$ cat src/hw/rtl/hpfa_pkg.sv
`default_nettype none
// ----------------------------------------------------------------------------
// hpfa_pkg
// Shared types and constants of the hybrid page frame allocator: response
// codes, controller states and the command/status bundles between the
// controller and the datapath.
// ----------------------------------------------------------------------------
package hpfa_pkg;

   localparam int ADDR_W        = 32;
   localparam int ST_W          = 2;
   localparam int PC_W          = 13;
   localparam int PC_RESET      = 4096;
   localparam int MAP_WORD_BITS = 8;
   // largest page count after rounding down to whole map bytes
   localparam int PC_MAX_EFF    = 8184;

   typedef enum logic [ST_W-1:0] {
      ST_OK    = 2'd0,
      ST_OOM   = 2'd1,
      ST_RANGE = 2'd2,
      ST_FULL  = 2'd3
   } rsp_status_type;

   typedef enum logic [0:0] {
      CMD_ALLOC = 1'b0,
      CMD_FREE  = 1'b1
   } req_cmd_type;

   typedef enum logic [1:0] {
      SRC_ZERO  = 2'd0,
      SRC_STACK = 2'd1,
      SRC_SCAN  = 2'd2
   } res_src_type;

   typedef enum logic [2:0] {
      S_CLEAR   = 3'd0,
      S_IDLE    = 3'd1,
      S_EXEC    = 3'd2,
      S_POP     = 3'd3,
      S_SCAN    = 3'd4,
      S_FREE_WR = 3'd5,
      S_FINISH  = 3'd6
   } ctrl_state_type;

   typedef struct packed {
      logic           req_take;
      logic           stk_rd_en;
      logic           stk_wr_en;
      logic           scan_start;
      logic           scan_run;
      logic           map_free_rd;
      logic           map_free_wr;
      logic           clear_run;
      logic           res_load;
      res_src_type    res_src;
      rsp_status_type res_status;
      logic           rsp_load;
   } ctrl_cmd_type;

   typedef struct packed {
      logic cmd_free;
      logic stack_empty;
      logic stack_full;
      logic low_page;
      logic out_of_range;
      logic scan_hit;
      logic scan_done;
      logic rsp_free;
      logic clear_done;
   } dp_status_type;

endpackage
`default_nettype wire

$ cat src/hw/rtl/hpfa_ctrl.sv
`default_nettype none
// ----------------------------------------------------------------------------
// hpfa_ctrl
// Allocator controller: sequences the bitmap clear after reset, request
// decode, stack pop/push, bitmap scan or clear, and response hand-off.
// ----------------------------------------------------------------------------
module hpfa_ctrl import hpfa_pkg::*; (
   input  wire logic          clock,
   input  wire logic          reset,
   input  wire logic          req_valid,
   output logic               req_ready,
   input  wire dp_status_type stat,
   output ctrl_cmd_type       cmd
);

   ctrl_state_type state_ff;
   ctrl_state_type state_in;

   always_ff @(posedge clock) begin
      if (reset) begin
         state_ff <= S_CLEAR;
      end else begin
         state_ff <= state_in;
      end
   end

   always_comb begin
      state_in       = state_ff;
      cmd            = '0;
      cmd.res_src    = SRC_ZERO;
      cmd.res_status = ST_OK;
      req_ready      = 1'b0;
      case (state_ff)
         S_CLEAR: begin
            cmd.clear_run = 1'b1;
            if (stat.clear_done) begin
               state_in = S_IDLE;
            end
         end
         S_IDLE: begin
            req_ready    = 1'b1;
            cmd.req_take = req_valid;
            if (req_valid) begin
               state_in = S_EXEC;
            end
         end
         S_EXEC: begin
            if (!stat.cmd_free) begin
               if (!stat.stack_empty) begin
                  cmd.stk_rd_en = 1'b1;
                  state_in      = S_POP;
               end else begin
                  cmd.scan_start = 1'b1;
                  state_in       = S_SCAN;
               end
            end else if (stat.low_page) begin
               // low pages always go to the stack, never to the bitmap
               cmd.res_load = 1'b1;
               if (stat.stack_full) begin
                  cmd.res_status = ST_FULL;
               end else begin
                  cmd.stk_wr_en = 1'b1;
               end
               state_in = S_FINISH;
            end else if (stat.out_of_range) begin
               cmd.res_load   = 1'b1;
               cmd.res_status = ST_RANGE;
               state_in       = S_FINISH;
            end else begin
               cmd.map_free_rd = 1'b1;
               state_in        = S_FREE_WR;
            end
         end
         S_POP: begin
            cmd.res_load = 1'b1;
            cmd.res_src  = SRC_STACK;
            state_in     = S_FINISH;
         end
         S_SCAN: begin
            cmd.scan_run = 1'b1;
            if (stat.scan_hit) begin
               cmd.res_load = 1'b1;
               cmd.res_src  = SRC_SCAN;
               state_in     = S_FINISH;
            end else if (stat.scan_done) begin
               cmd.res_load   = 1'b1;
               cmd.res_status = ST_OOM;
               state_in       = S_FINISH;
            end
         end
         S_FREE_WR: begin
            cmd.map_free_wr = 1'b1;
            cmd.res_load    = 1'b1;
            state_in        = S_FINISH;
         end
         S_FINISH: begin
            if (stat.rsp_free) begin
               cmd.rsp_load = 1'b1;
               state_in     = S_IDLE;
            end
         end
         default: begin
            state_in = S_IDLE;
         end
      endcase
   end

endmodule
`default_nettype wire

$ cat config.mk
export PLATFORM = sky130hd
export DESIGN_NAME = hpfa_ctrl
export DESIGN_NICKNAME = d
export VERILOG_FILES = /design/src/hw/rtl/hpfa_pkg.sv /design/src/hw/rtl/hpfa_ctrl.sv
export SDC_FILE = /design/constraint.sdc
export NUM_CORES = 1
export LEC_CHECK = 0
export BUFFER_PORTS_ARGS = -buffer_cell sky130_fd_sc_hd__buf_2
export CAP_MARGIN = 30
export CORE_AREA = 2 2 39 41
export CTS_CLUSTER_DIAMETER = 30
export DETAILED_ROUTE_END_ITERATION = 7
export DIE_AREA = 0 0 41 43
export MAX_ROUTING_LAYER = met4
export PLACE_DENSITY = 0.77
export SYNTH_ARGS = -nofsm -noshare
export SYNTH_HDL_FRONTEND = slang
export SYNTH_SLANG_ARGS = --single-unit
$ cat constraint.sdc
create_clock -name clock -period 2.4 [get_ports clock]
set_clock_uncertainty 0.15 [all_clocks]
set_input_delay 0.72 -clock clock [delete_from_list [all_inputs] [get_ports clock]]
set_output_delay 0.72 -clock clock [all_outputs]
set_load 0.1 [all_outputs]
After elaboration in Yosys (flattened, before gate mapping)
Index checks and enable logic that the tools add are counted.
{"block": "op_classes", "eq_ne": 10, "mux": 44, "n_reduce_logical": 3}
{"op": "$mux 3", "count": 9}
{"op": "$mux 1", "count": 25}
{"op": "$pmux 3 s6", "count": 1}
{"op": "$mux 2", "count": 6}
{"op": "$eq 3x3->1 const B", "count": 3}
{"op": "$pmux 2 s2", "count": 2}
{"op": "$eq 3x2->1 const B", "count": 2}
{"op": "$ne 2x2->1 const B", "count": 3}
{"op": "$reduce_and 4->1", "count": 1}
{"op": "$eq 3x1->1 const B", "count": 1}
{"op": "$logic_not 3->1", "count": 1}
{"op": "$ne 3x3->1 const B", "count": 1}
{"op": "$pmux 1 s3", "count": 1}
{"op": "$reduce_or 2->1", "count": 1}
{"block": "totals", "reg_bits": 3, "in_bits": 12, "output_inout_bits": 15, "elab_cells": 58}

Depth between registers and ports, before layout
Gate-level depths: netlist of run 1.
{"block": "depth", "ltp_word": 4, "depth_mapped": 5, "mapped_depth_nobuf": 3}

Worst setup path after synthesis of run 1
No wires, ideal clock.
{"block": "synth_timing", "path_kind": "register to output", "startpoint": "reg state_ff[1]", "endpoint": "out cmd[1] in the netlist's numbering", "arrival_ns": 3.993, "required_time_ns": 1.530, "slack_ns": -2.463, "stages_incl_launch_ff": 5, "path_cell_list": "dfxtp_1 buf_6 nor3b_1 nand3b_1 o21ai_0"}
{"item": "from (decl)", "line_no": "hpfa_ctrl.sv:16", "source": "ctrl_state_type state_ff;"}
{"item": "from (signal assigned)", "line_no": "hpfa_ctrl.sv:23", "source": "state_ff <= state_in;"}
{"item": "to (decl)", "line_no": "hpfa_ctrl.sv:13", "source": "output ctrl_cmd_type cmd"}

==> results of run 1 <==
## cells in the final DEF (no fill, tap or decap), types with 2 or more instances in the layout
master     synthesis  layout
dfxtp_2            0       3
buf_2              0       9
buf_4              0      12
buf_6              4       2
clkbuf_4           0       3
nand2_1            3       2
nor2_1             7       5
nor3_4             0       3
nor3b_4            0       3
a2bb2oi_1          2       2
o21ai_0            4       3
and2_4             0       2
buf_12             0      15
nor2_4             0       2
## repair_timing
action,in CTS,in global routing
gates resized for setup,7,1
endpoints found under the setup margin,6,2
gates cloned,0,0
pin swaps,1,1
## final timing paths
path	cells past startpoint	slack (ps)	startpoint	end
hold / removal	2	570	reset	state_ff[0]
setup reg to reg	4	800	state_ff[1]	state_ff[2]
hold reg to reg	3	580	state_ff[2]	state_ff[0]
setup / recovery	4	-70	stat[3]	cmd[5]
## cell type report
class                      instances  share of cell area
timing repair buffer              39               0.439
tap                               16              0.0186
multi-input combinational         48               0.455
clock buffer                       4              0.0244
sequential                         3              0.0592
inverter                           1             0.00348
## metrics by stage
stage / setup WS, ps / hold WS (ps) / instances / power, mW
after CTS: -70.7 / 556 / 111 / 0.718
final: -69.0 / 568 / 111 / 0.716
after detailed placement: -156 / 570 / 107 / 0.620
after global routing: -85.2 / 565 / 111 / 0.745
after floorplan: -359 / 472 / 56 / 0.470
after global placement: -152 / 563 / 107 / 0.609
## metal layers
metal / vias up / global-route usage
met5: - / -
met4: 0 / 0.0800
met3: 2 / 0.0419
met2: 23 / 0.356
met1: 285 / 0.256
li1: 292 / -
## cells by family after synthesis
| family | share of synthesized area |
|---|---|
| DFF | 0.131 |
| muxes | 0.0246 |
| AOI/OAI and AO/OA | 0.249 |
| buffers and inverters | 0.107 |
| and+or+nand+nor | 0.470 |
| xor gates and xnor gates | 0.0191 |
## where the power goes
part	internal, mW	switching [mW]
clock network	0.0625	0.0296
logic	0.208	0.322
registers	0.0620	0.0322
==> results.sh, run 1 <==
export IMPL_start_util=0.331
export IMPL_synthToLayoutAreaGrowth_pct=135
export IMPL_diodes=0
export IMPL_grt_usage=0.220
export IMPL_cts_tree="done"
export IMPL_outcome="complete, but fails checks"
export IMPL_worst_pin_slew_ps=484
export IMPL_powerDensity_nw_per_um2=665
export IMPL_drt_initial_drc_count=6
export IMPL_antenna_found_initial=0
export IMPL_worstPathCellList="buf_6 -> or2_4 -> a221o_4 -> buf_12"
export IMPL_dr_wl_met3_um=88
export IMPL_synthTopCellsByCount="nor2_1, buf_6, nor3b_1, o21ai_0"
export IMPL_finalCritPeriodShare=1.03
export IMPL_yosys_warnings=0
export IMPL_drcViolationCount=0
export IMPL_max_cap_violations=0
export IMPL_clk_pin_slew_ps=40
export IMPL_ys_seq_area_frac=0.131
export IMPL_clock_tree_root_cell="clkbuf_4"
export IMPL_violations="setup timing"
export IMPL_fp_row_count=14
export IMPL_vdd_drop_max_mv=0.589
export IMPL_hp_class="primary input to flip-flop"
export IMPL_highest_layer="met4"
export IMPL_fmax_mhz=405
export IMPL_syn_area_um2=458
export IMPL_async_flop_share=0
export IMPL_cp_data_required_time_ps=1530
export IMPL_register_area_um2=63.8
export IMPL_cts_buffer_depth=2
export IMPL_rsz0062_at_grt="yes"
export IMPL_drtPass1Iterations=4
export IMPL_yosysMostFrequentCell="nor2_1"
export IMPL_final_core_util=0.778
export IMPL_layout_drive_gt1_share=0.737
export IMPL_timing_slew_headroom=0.679
export IMPL_nets=108
export IMPL_wl_per_cell_um=13.9
export IMPL_place_hpwl_um=1290
export IMPL_synth_edf_count=0
export IMPL_htreeDepth=1
export IMPL_top_regs="state_ff x3"
export IMPL_cp_slowest_stage_delay_ps=370
export IMPL_met1Wirelength_um=589
export IMPL_startpoint_type="primary input"
export IMPL_synth_top_area_cell="dfxtp_1"
export IMPL_netlist_instances=56
export IMPL_die_h_um=43
export IMPL_dr_wl_met2_um=857
export IMPL_grt_pass1_wl_um=2630
export IMPL_vias_per_cell=5.42
export IMPL_worstSkewPairLatency_ps=240
export IMPL_die_area_um2=1760
export IMPL_drt_wl_total_um=1550
export IMPL_setup_tns_ps=-69.0
export IMPL_synth_area_leaders="dfxtp_1, buf_6, nor3b_1, nor2_1, o21ai_0"
export IMPL_grt_max_degree=11
export IMPL_synth_seq_cells=3
export IMPL_fill_cells=77
export IMPL_cp_max_fo=2
export IMPL_critPathSlowestCell="a221o_4"
export IMPL_leakage_nw=0.438
export IMPL_cp_arrival_ps=1600
export IMPL_finalSetupViolations=1
export IMPL_synthDistinctLibCells=33
export IMPL_crit_family="compound AO/OA/AOI/OAI gates"
export IMPL_largest_reg_flops=3
export IMPL_cp_end_kind="output port"
export IMPL_multi_input_area_um2=490
export IMPL_cts_hold_buffers=0
export IMPL_grt_overflow=0
export IMPL_cts_buffers=3
export IMPL_gp_congestion=0.840
export IMPL_vias=602
export IMPL_pin_count=27
export IMPL_syn_nets=68
export IMPL_worstSetupPathType="primary input to output port"
export IMPL_post_cts_setup_buffers=0
export IMPL_cts_sinks=3
export IMPL_synth_top_flop_cell="dfxtp_1"
export IMPL_postLayoutCellArea_um2=1080
export IMPL_die_x_um=41
export IMPL_grt_pass1_vias=603
export IMPL_coreArea_um2=1380
export IMPL_crit_buf_inv=2
export IMPL_avgSynthCellArea_um2=8.18
export IMPL_place_area_um2=1020
export IMPL_hold_viol=0
export IMPL_setup_ws_ps=-69.0
export IMPL_yosysTopAreaCellShare=0.131
export IMPL_period_minus_slack_ps=2470
export IMPL_port_buffers=26
export IMPL_largest_register="state_ff"
export IMPL_postRouteAntennaNets=0
export IMPL_slew_violations=0
Note: power is estimated with default switching activity, not from simulation.
==> inputs of run 2 (changes only) <==
clock period = 3.1 ns   (was 2.4 ns; I/O delays follow)
==> results.sh, run 2 (synthesis gave the netlist of run 1 again) <==
export IMPL_antenna_found_initial=0
export IMPL_final_core_util=0.568
export IMPL_gp_congestion=0.858
export IMPL_setup_ws_ps=138
export IMPL_finalCritPeriodShare=0.956
export IMPL_cts_buffer_depth=2
export IMPL_worstPathCellList="buf_2 -> or2_2 -> a221o_2 -> buf_12"
export IMPL_worstSetupPathType="primary input to output port"
export IMPL_coreArea_um2=1380
export IMPL_grt_overflow=0
export IMPL_startpoint_type="primary input"
export IMPL_vias_per_cell=5.19
export IMPL_drt_initial_drc_count=8
export IMPL_worst_pin_slew_ps=488
export IMPL_critPathSlowestCell="a221o_2"
export IMPL_post_cts_resized=0
export IMPL_cp_slowest_stage_delay_ps=370
export IMPL_port_buffers=26
export IMPL_clock_tree_root_cell="clkbuf_4"
export IMPL_largest_reg_flops=3
export IMPL_clk_pin_slew_ps=40
export IMPL_leakage_nw=0.333
export IMPL_postLayoutCellArea_um2=786
export IMPL_grt_max_degree=13
export IMPL_timing_slew_headroom=0.677
export IMPL_layout_common_cells="buf_2, buf_12, nor2_1"
export IMPL_htreeDepth=1
export IMPL_layout_drive_gt1_share=0.635
export IMPL_pre_cts_slack_ps=134
export IMPL_drtPass1Iterations=2
export IMPL_cp_arrival_ps=1880
export IMPL_cp_data_required_time_ps=2020
export IMPL_slew_violations=0
export IMPL_die_area_um2=1760
export IMPL_vias=524
export IMPL_synthToLayoutAreaGrowth_pct=71.6
export IMPL_die_x_um=41
export IMPL_cts_hold_buffers=0
export IMPL_hp_class="flip-flop to flip-flop"
export IMPL_nets=98
export IMPL_fp_row_count=14
export IMPL_grt_pass1_vias=476
export IMPL_drt_wl_total_um=1220
export IMPL_diodes=0
export IMPL_fmax_mhz=338
export IMPL_wl_per_cell_um=12.1
export IMPL_max_cap_violations=0
export IMPL_cp_end_kind="output port"
export IMPL_rsz0062_at_grt="no"
export IMPL_grt_pass1_wl_um=1900
export IMPL_cts_buffers=3
export IMPL_place_hpwl_um=1000
export IMPL_finalSetupViolations=0
export IMPL_powerDensity_nw_per_um2=584
export IMPL_post_cts_setup_buffers=0
export IMPL_period_minus_slack_ps=2960
export IMPL_drcViolationCount=0
export IMPL_postRouteAntennaNets=0
export IMPL_cp_max_fo=4
export IMPL_top_regs="state_ff x3"
export IMPL_outcome="completed"
export IMPL_stdcell_count=101
export IMPL_vdd_drop_max_mv=0.454
export IMPL_pin_count=27
export IMPL_hold_viol=0
export IMPL_largest_register="state_ff"
export IMPL_die_h_um=43
export IMPL_place_area_um2=759
export IMPL_dp_cells=97
export IMPL_cts_sinks=3
export IMPL_cts_tree="done"
export IMPL_final_common_cell="buf_2"
export IMPL_grt_usage=0.164
export IMPL_worstSkewPairLatency_ps=230
export IMPL_start_util=0.331
[run 2: cell count changes in the layout (fill, tap and decap cells not counted), moves of 3 or more]
cell / previous run / this run
buf_2: 9 / 19
buf_12: 15 / 7
buf_4: 12 / 3
dfxtp_1: 0 / 3
dfxtp_2: 3 / 0
[run 2: path summary, 6_finish.rpt]
kind	start	to	slack [ps]	cells past startpoint
hold reg to reg	state_ff[2]	state_ff[0]	560	2
setup / recovery	stat[3]	cmd[5]	140	4
setup reg to reg	state_ff[1]	state_ff[0]	1420	4
hold / removal	state_ff[2]	state_ff[0]	560	2
[run 2: critical path: cells and delay by family]
kind                   cells  cell delay, ps
AO/OA/AOI/OAI              1             370
buffers and inverters      2             280
AND/OR/NAND/NOR            1             300
[run 2: cell type report]
cell class                 instances  area (µm²)
tap                               16        20.0
clock buffer                       4        26.3
inverter                           1        3.75
timing repair buffer              29         258
fill                             128         598
multi-input combinational         48         418
sequential                         3        60.1
[run 2: metrics by stage]
step / setup TNS (ps) / power, mW / hold WS, ps
after floorplan: -839 / 0.333 / 463
after detailed placement: 0 / 0.392 / 543
after CTS: 0 / 0.464 / 555
final: 0 / 0.459 / 562
after global routing: 0 / 0.485 / 590
after global placement: 0 / 0.387 / 519
[run 2: where the power goes]
| part | leakage, nW | total [mW] | internal [mW] | switching [mW] |
|---|---|---|---|---|
| Sequential | 0.0246 | 0.0678 | 0.0462 | 0.0216 |
| Combinational | 0.293 | 0.323 | 0.0993 | 0.224 |
| Clock | 0.0150 | 0.0677 | 0.0482 | 0.0195 |
[run 2: metal layers]
metal / track usage / vias to the layer above / wire [µm]
li1: - / 269 / -
met1: 0.163 / 242 / 489
met2: 0.275 / 13 / 685
met3: 0.0314 / 0 / 45
met4: 0.100 / 0 / 0
met5: - / - / 0
==> inputs of run 3 (changes only) <==
SETUP_SLACK_MARGIN = 0.3   (was not set)
clock period = 3.6 ns   (was 3.1 ns; I/O delays follow)
==> results.sh, run 3 (synthesis gave the netlist of run 1 again) <==
export IMPL_outcome="completed"
export IMPL_vdd_drop_max_mv=0.368
export IMPL_synthToLayoutAreaGrowth_pct=68.0
export IMPL_rrSetupSlack_ps=1950
export IMPL_final_common_cell="buf_2"
export IMPL_period_minus_slack_ps=3260
export IMPL_powerDensity_nw_per_um2=514
export IMPL_multi_input_area_um2=447
export IMPL_drt_wl_total_um=1240
export IMPL_drcViolationCount=0
export IMPL_hold_viol=0
export IMPL_diodes=0
export IMPL_pre_cts_slack_ps=315
export IMPL_grt_max_degree=14
export IMPL_leakage_nw=0.323
export IMPL_r2r_end="state_ff[2]"
export IMPL_worst_pin_slew_ps=558
export IMPL_comb_power_share=0.688
export IMPL_layout_drive_gt1_share=0.651
export IMPL_grt_pass1_wl_um=1950
export IMPL_largest_register="state_ff"
export IMPL_post_cts_setup_buffers=0
export IMPL_crit_end="cmd[5]"
export IMPL_start_util=0.331
export IMPL_nets=96
export IMPL_worstSkewPairLatency_ps=240
export IMPL_pin_count=27
export IMPL_largest_reg_flops=3
export IMPL_gp_congestion=0.876
export IMPL_cp_end_kind="output port"
export IMPL_htreeDepth=1
export IMPL_wl_per_cell_um=12.6
export IMPL_drtPass1Iterations=4
export IMPL_setup_tns_ps=0
export IMPL_vias=547
export IMPL_cts_buffer_depth=2
export IMPL_cp_arrival_ps=2030
export IMPL_cp_startpoint="stat[3]"
export IMPL_p_sw_frac=0.588
export IMPL_p_switching_mw=0.232
export IMPL_grt_pass1_vias=506
export IMPL_die_h_um=43
export IMPL_hp_class="flip-flop to flip-flop"
export IMPL_rsz0062_at_grt="no"
export IMPL_register_area_um2=60.1
export IMPL_fill_cells=119
export IMPL_die_x_um=41
export IMPL_finalSetupViolations=0
export IMPL_cts_buffers=3
export IMPL_cts_tree="done"
export IMPL_postRouteAntennaNets=0
export IMPL_coreArea_um2=1380
export IMPL_grt_usage=0.169
export IMPL_seqPwrFrac=0.159
export IMPL_r2r_cells=4
export IMPL_top_regs="state_ff x3"
export IMPL_r2r_start="state_ff[1]"
export IMPL_power_internal_mw=0.163
export IMPL_grt_overflow=0
export IMPL_fp_row_count=14
export IMPL_max_cap_violations=0
export IMPL_slew_violations=0
export IMPL_cp_data_required_time_ps=2370
export IMPL_port_buffers=26
export IMPL_drt_initial_drc_count=7
export IMPL_antenna_found_initial=0
export IMPL_place_hpwl_um=960
export IMPL_setup_ws_ps=338
export IMPL_clk_pin_slew_ps=40
export IMPL_cts_hold_buffers=0
export IMPL_cp_max_fo=4
export IMPL_p_clk_frac=0.152
export IMPL_startpoint_type="primary input"
export IMPL_finalCritPeriodShare=0.906
export IMPL_fmax_mhz=307
export IMPL_layout_common_cells="buf_2, nor2_1, buf_12"
export IMPL_clock_tree_root_cell="clkbuf_4"
export IMPL_cts_sinks=3
export IMPL_vias_per_cell=5.53
export IMPL_worstSetupPathType="primary input to output port"
export IMPL_die_area_um2=1760
export IMPL_timing_slew_headroom=0.628
==> run 3: timing repair <==
item	4_1_cts	5_1_grt
setup endpoints to repair	0	1
gates resized for setup	0	2
endpoints found under the hold margin	0	0
==> run 3: area by class of cell <==
| cell class | instances | area share |
|---|---|---|
| sequential | 3 | 0.0780 |
| tap | 16 | 0.0260 |
| clock buffer | 4 | 0.0341 |
| inverter | 1 | 0.00488 |
| multi-input combinational | 48 | 0.580 |
| timing repair buffer | 27 | 0.276 |
==> run 3: worst min path at each step <==
stage	from	endpoint	slack [ps]	depth (start not counted)
5_1_grt	state_ff[2]	state_ff[0]	590	2
2_1_floorplan	state_ff[2]	state_ff[0]	470	3
4_1_cts	state_ff[2]	state_ff[0]	540	2
3_3_place_gp	state_ff[2]	state_ff[0]	520	2
3_5_place_dp	state_ff[2]	state_ff[0]	540	2
6_report	state_ff[2]	state_ff[0]	550	2
==> run 3: through the flow <==
stage	total power [mW]	cell area (µm²)	utilization	hold WS, ps	instances
global placement	0.330	736	0.532	523	95
CTS	0.395	762	0.551	543	99
finish	0.395	769	0.556	549	99
global route	0.415	769	0.556	595	99
detailed placement	0.334	736	0.532	543	95
floorplan	0.291	548	-	468	56
==> run 3: per-layer routing <==
| layer | global-route usage | wire (µm) | up-vias |
|---|---|---|---|
| met3 | 0.0157 | 72 | 5 |
| met1 | 0.186 | 516 | 252 |
| met2 | 0.247 | 625 | 24 |
| li1 | - | - | 266 |
| met4 | 0.160 | 31 | 0 |
| met5 | - | 0 | - |
==> run 3: critical path, stage by stage <==
cell and delay [ps]:
buf_2 110, or2_2 300, a221o_2 370, buf_12 170
==> run 3: power groups by stage <==
stage	logic [mW]	clock network (mW)	registers (mW)
after floorplan	0.243	0	0.0477
after CTS	0.272	0.0608	0.0626
after global placement	0.268	0	0.0622
after detailed placement	0.271	0	0.0633
final	0.272	0.0602	0.0630
after global routing	0.284	0.0658	0.0651
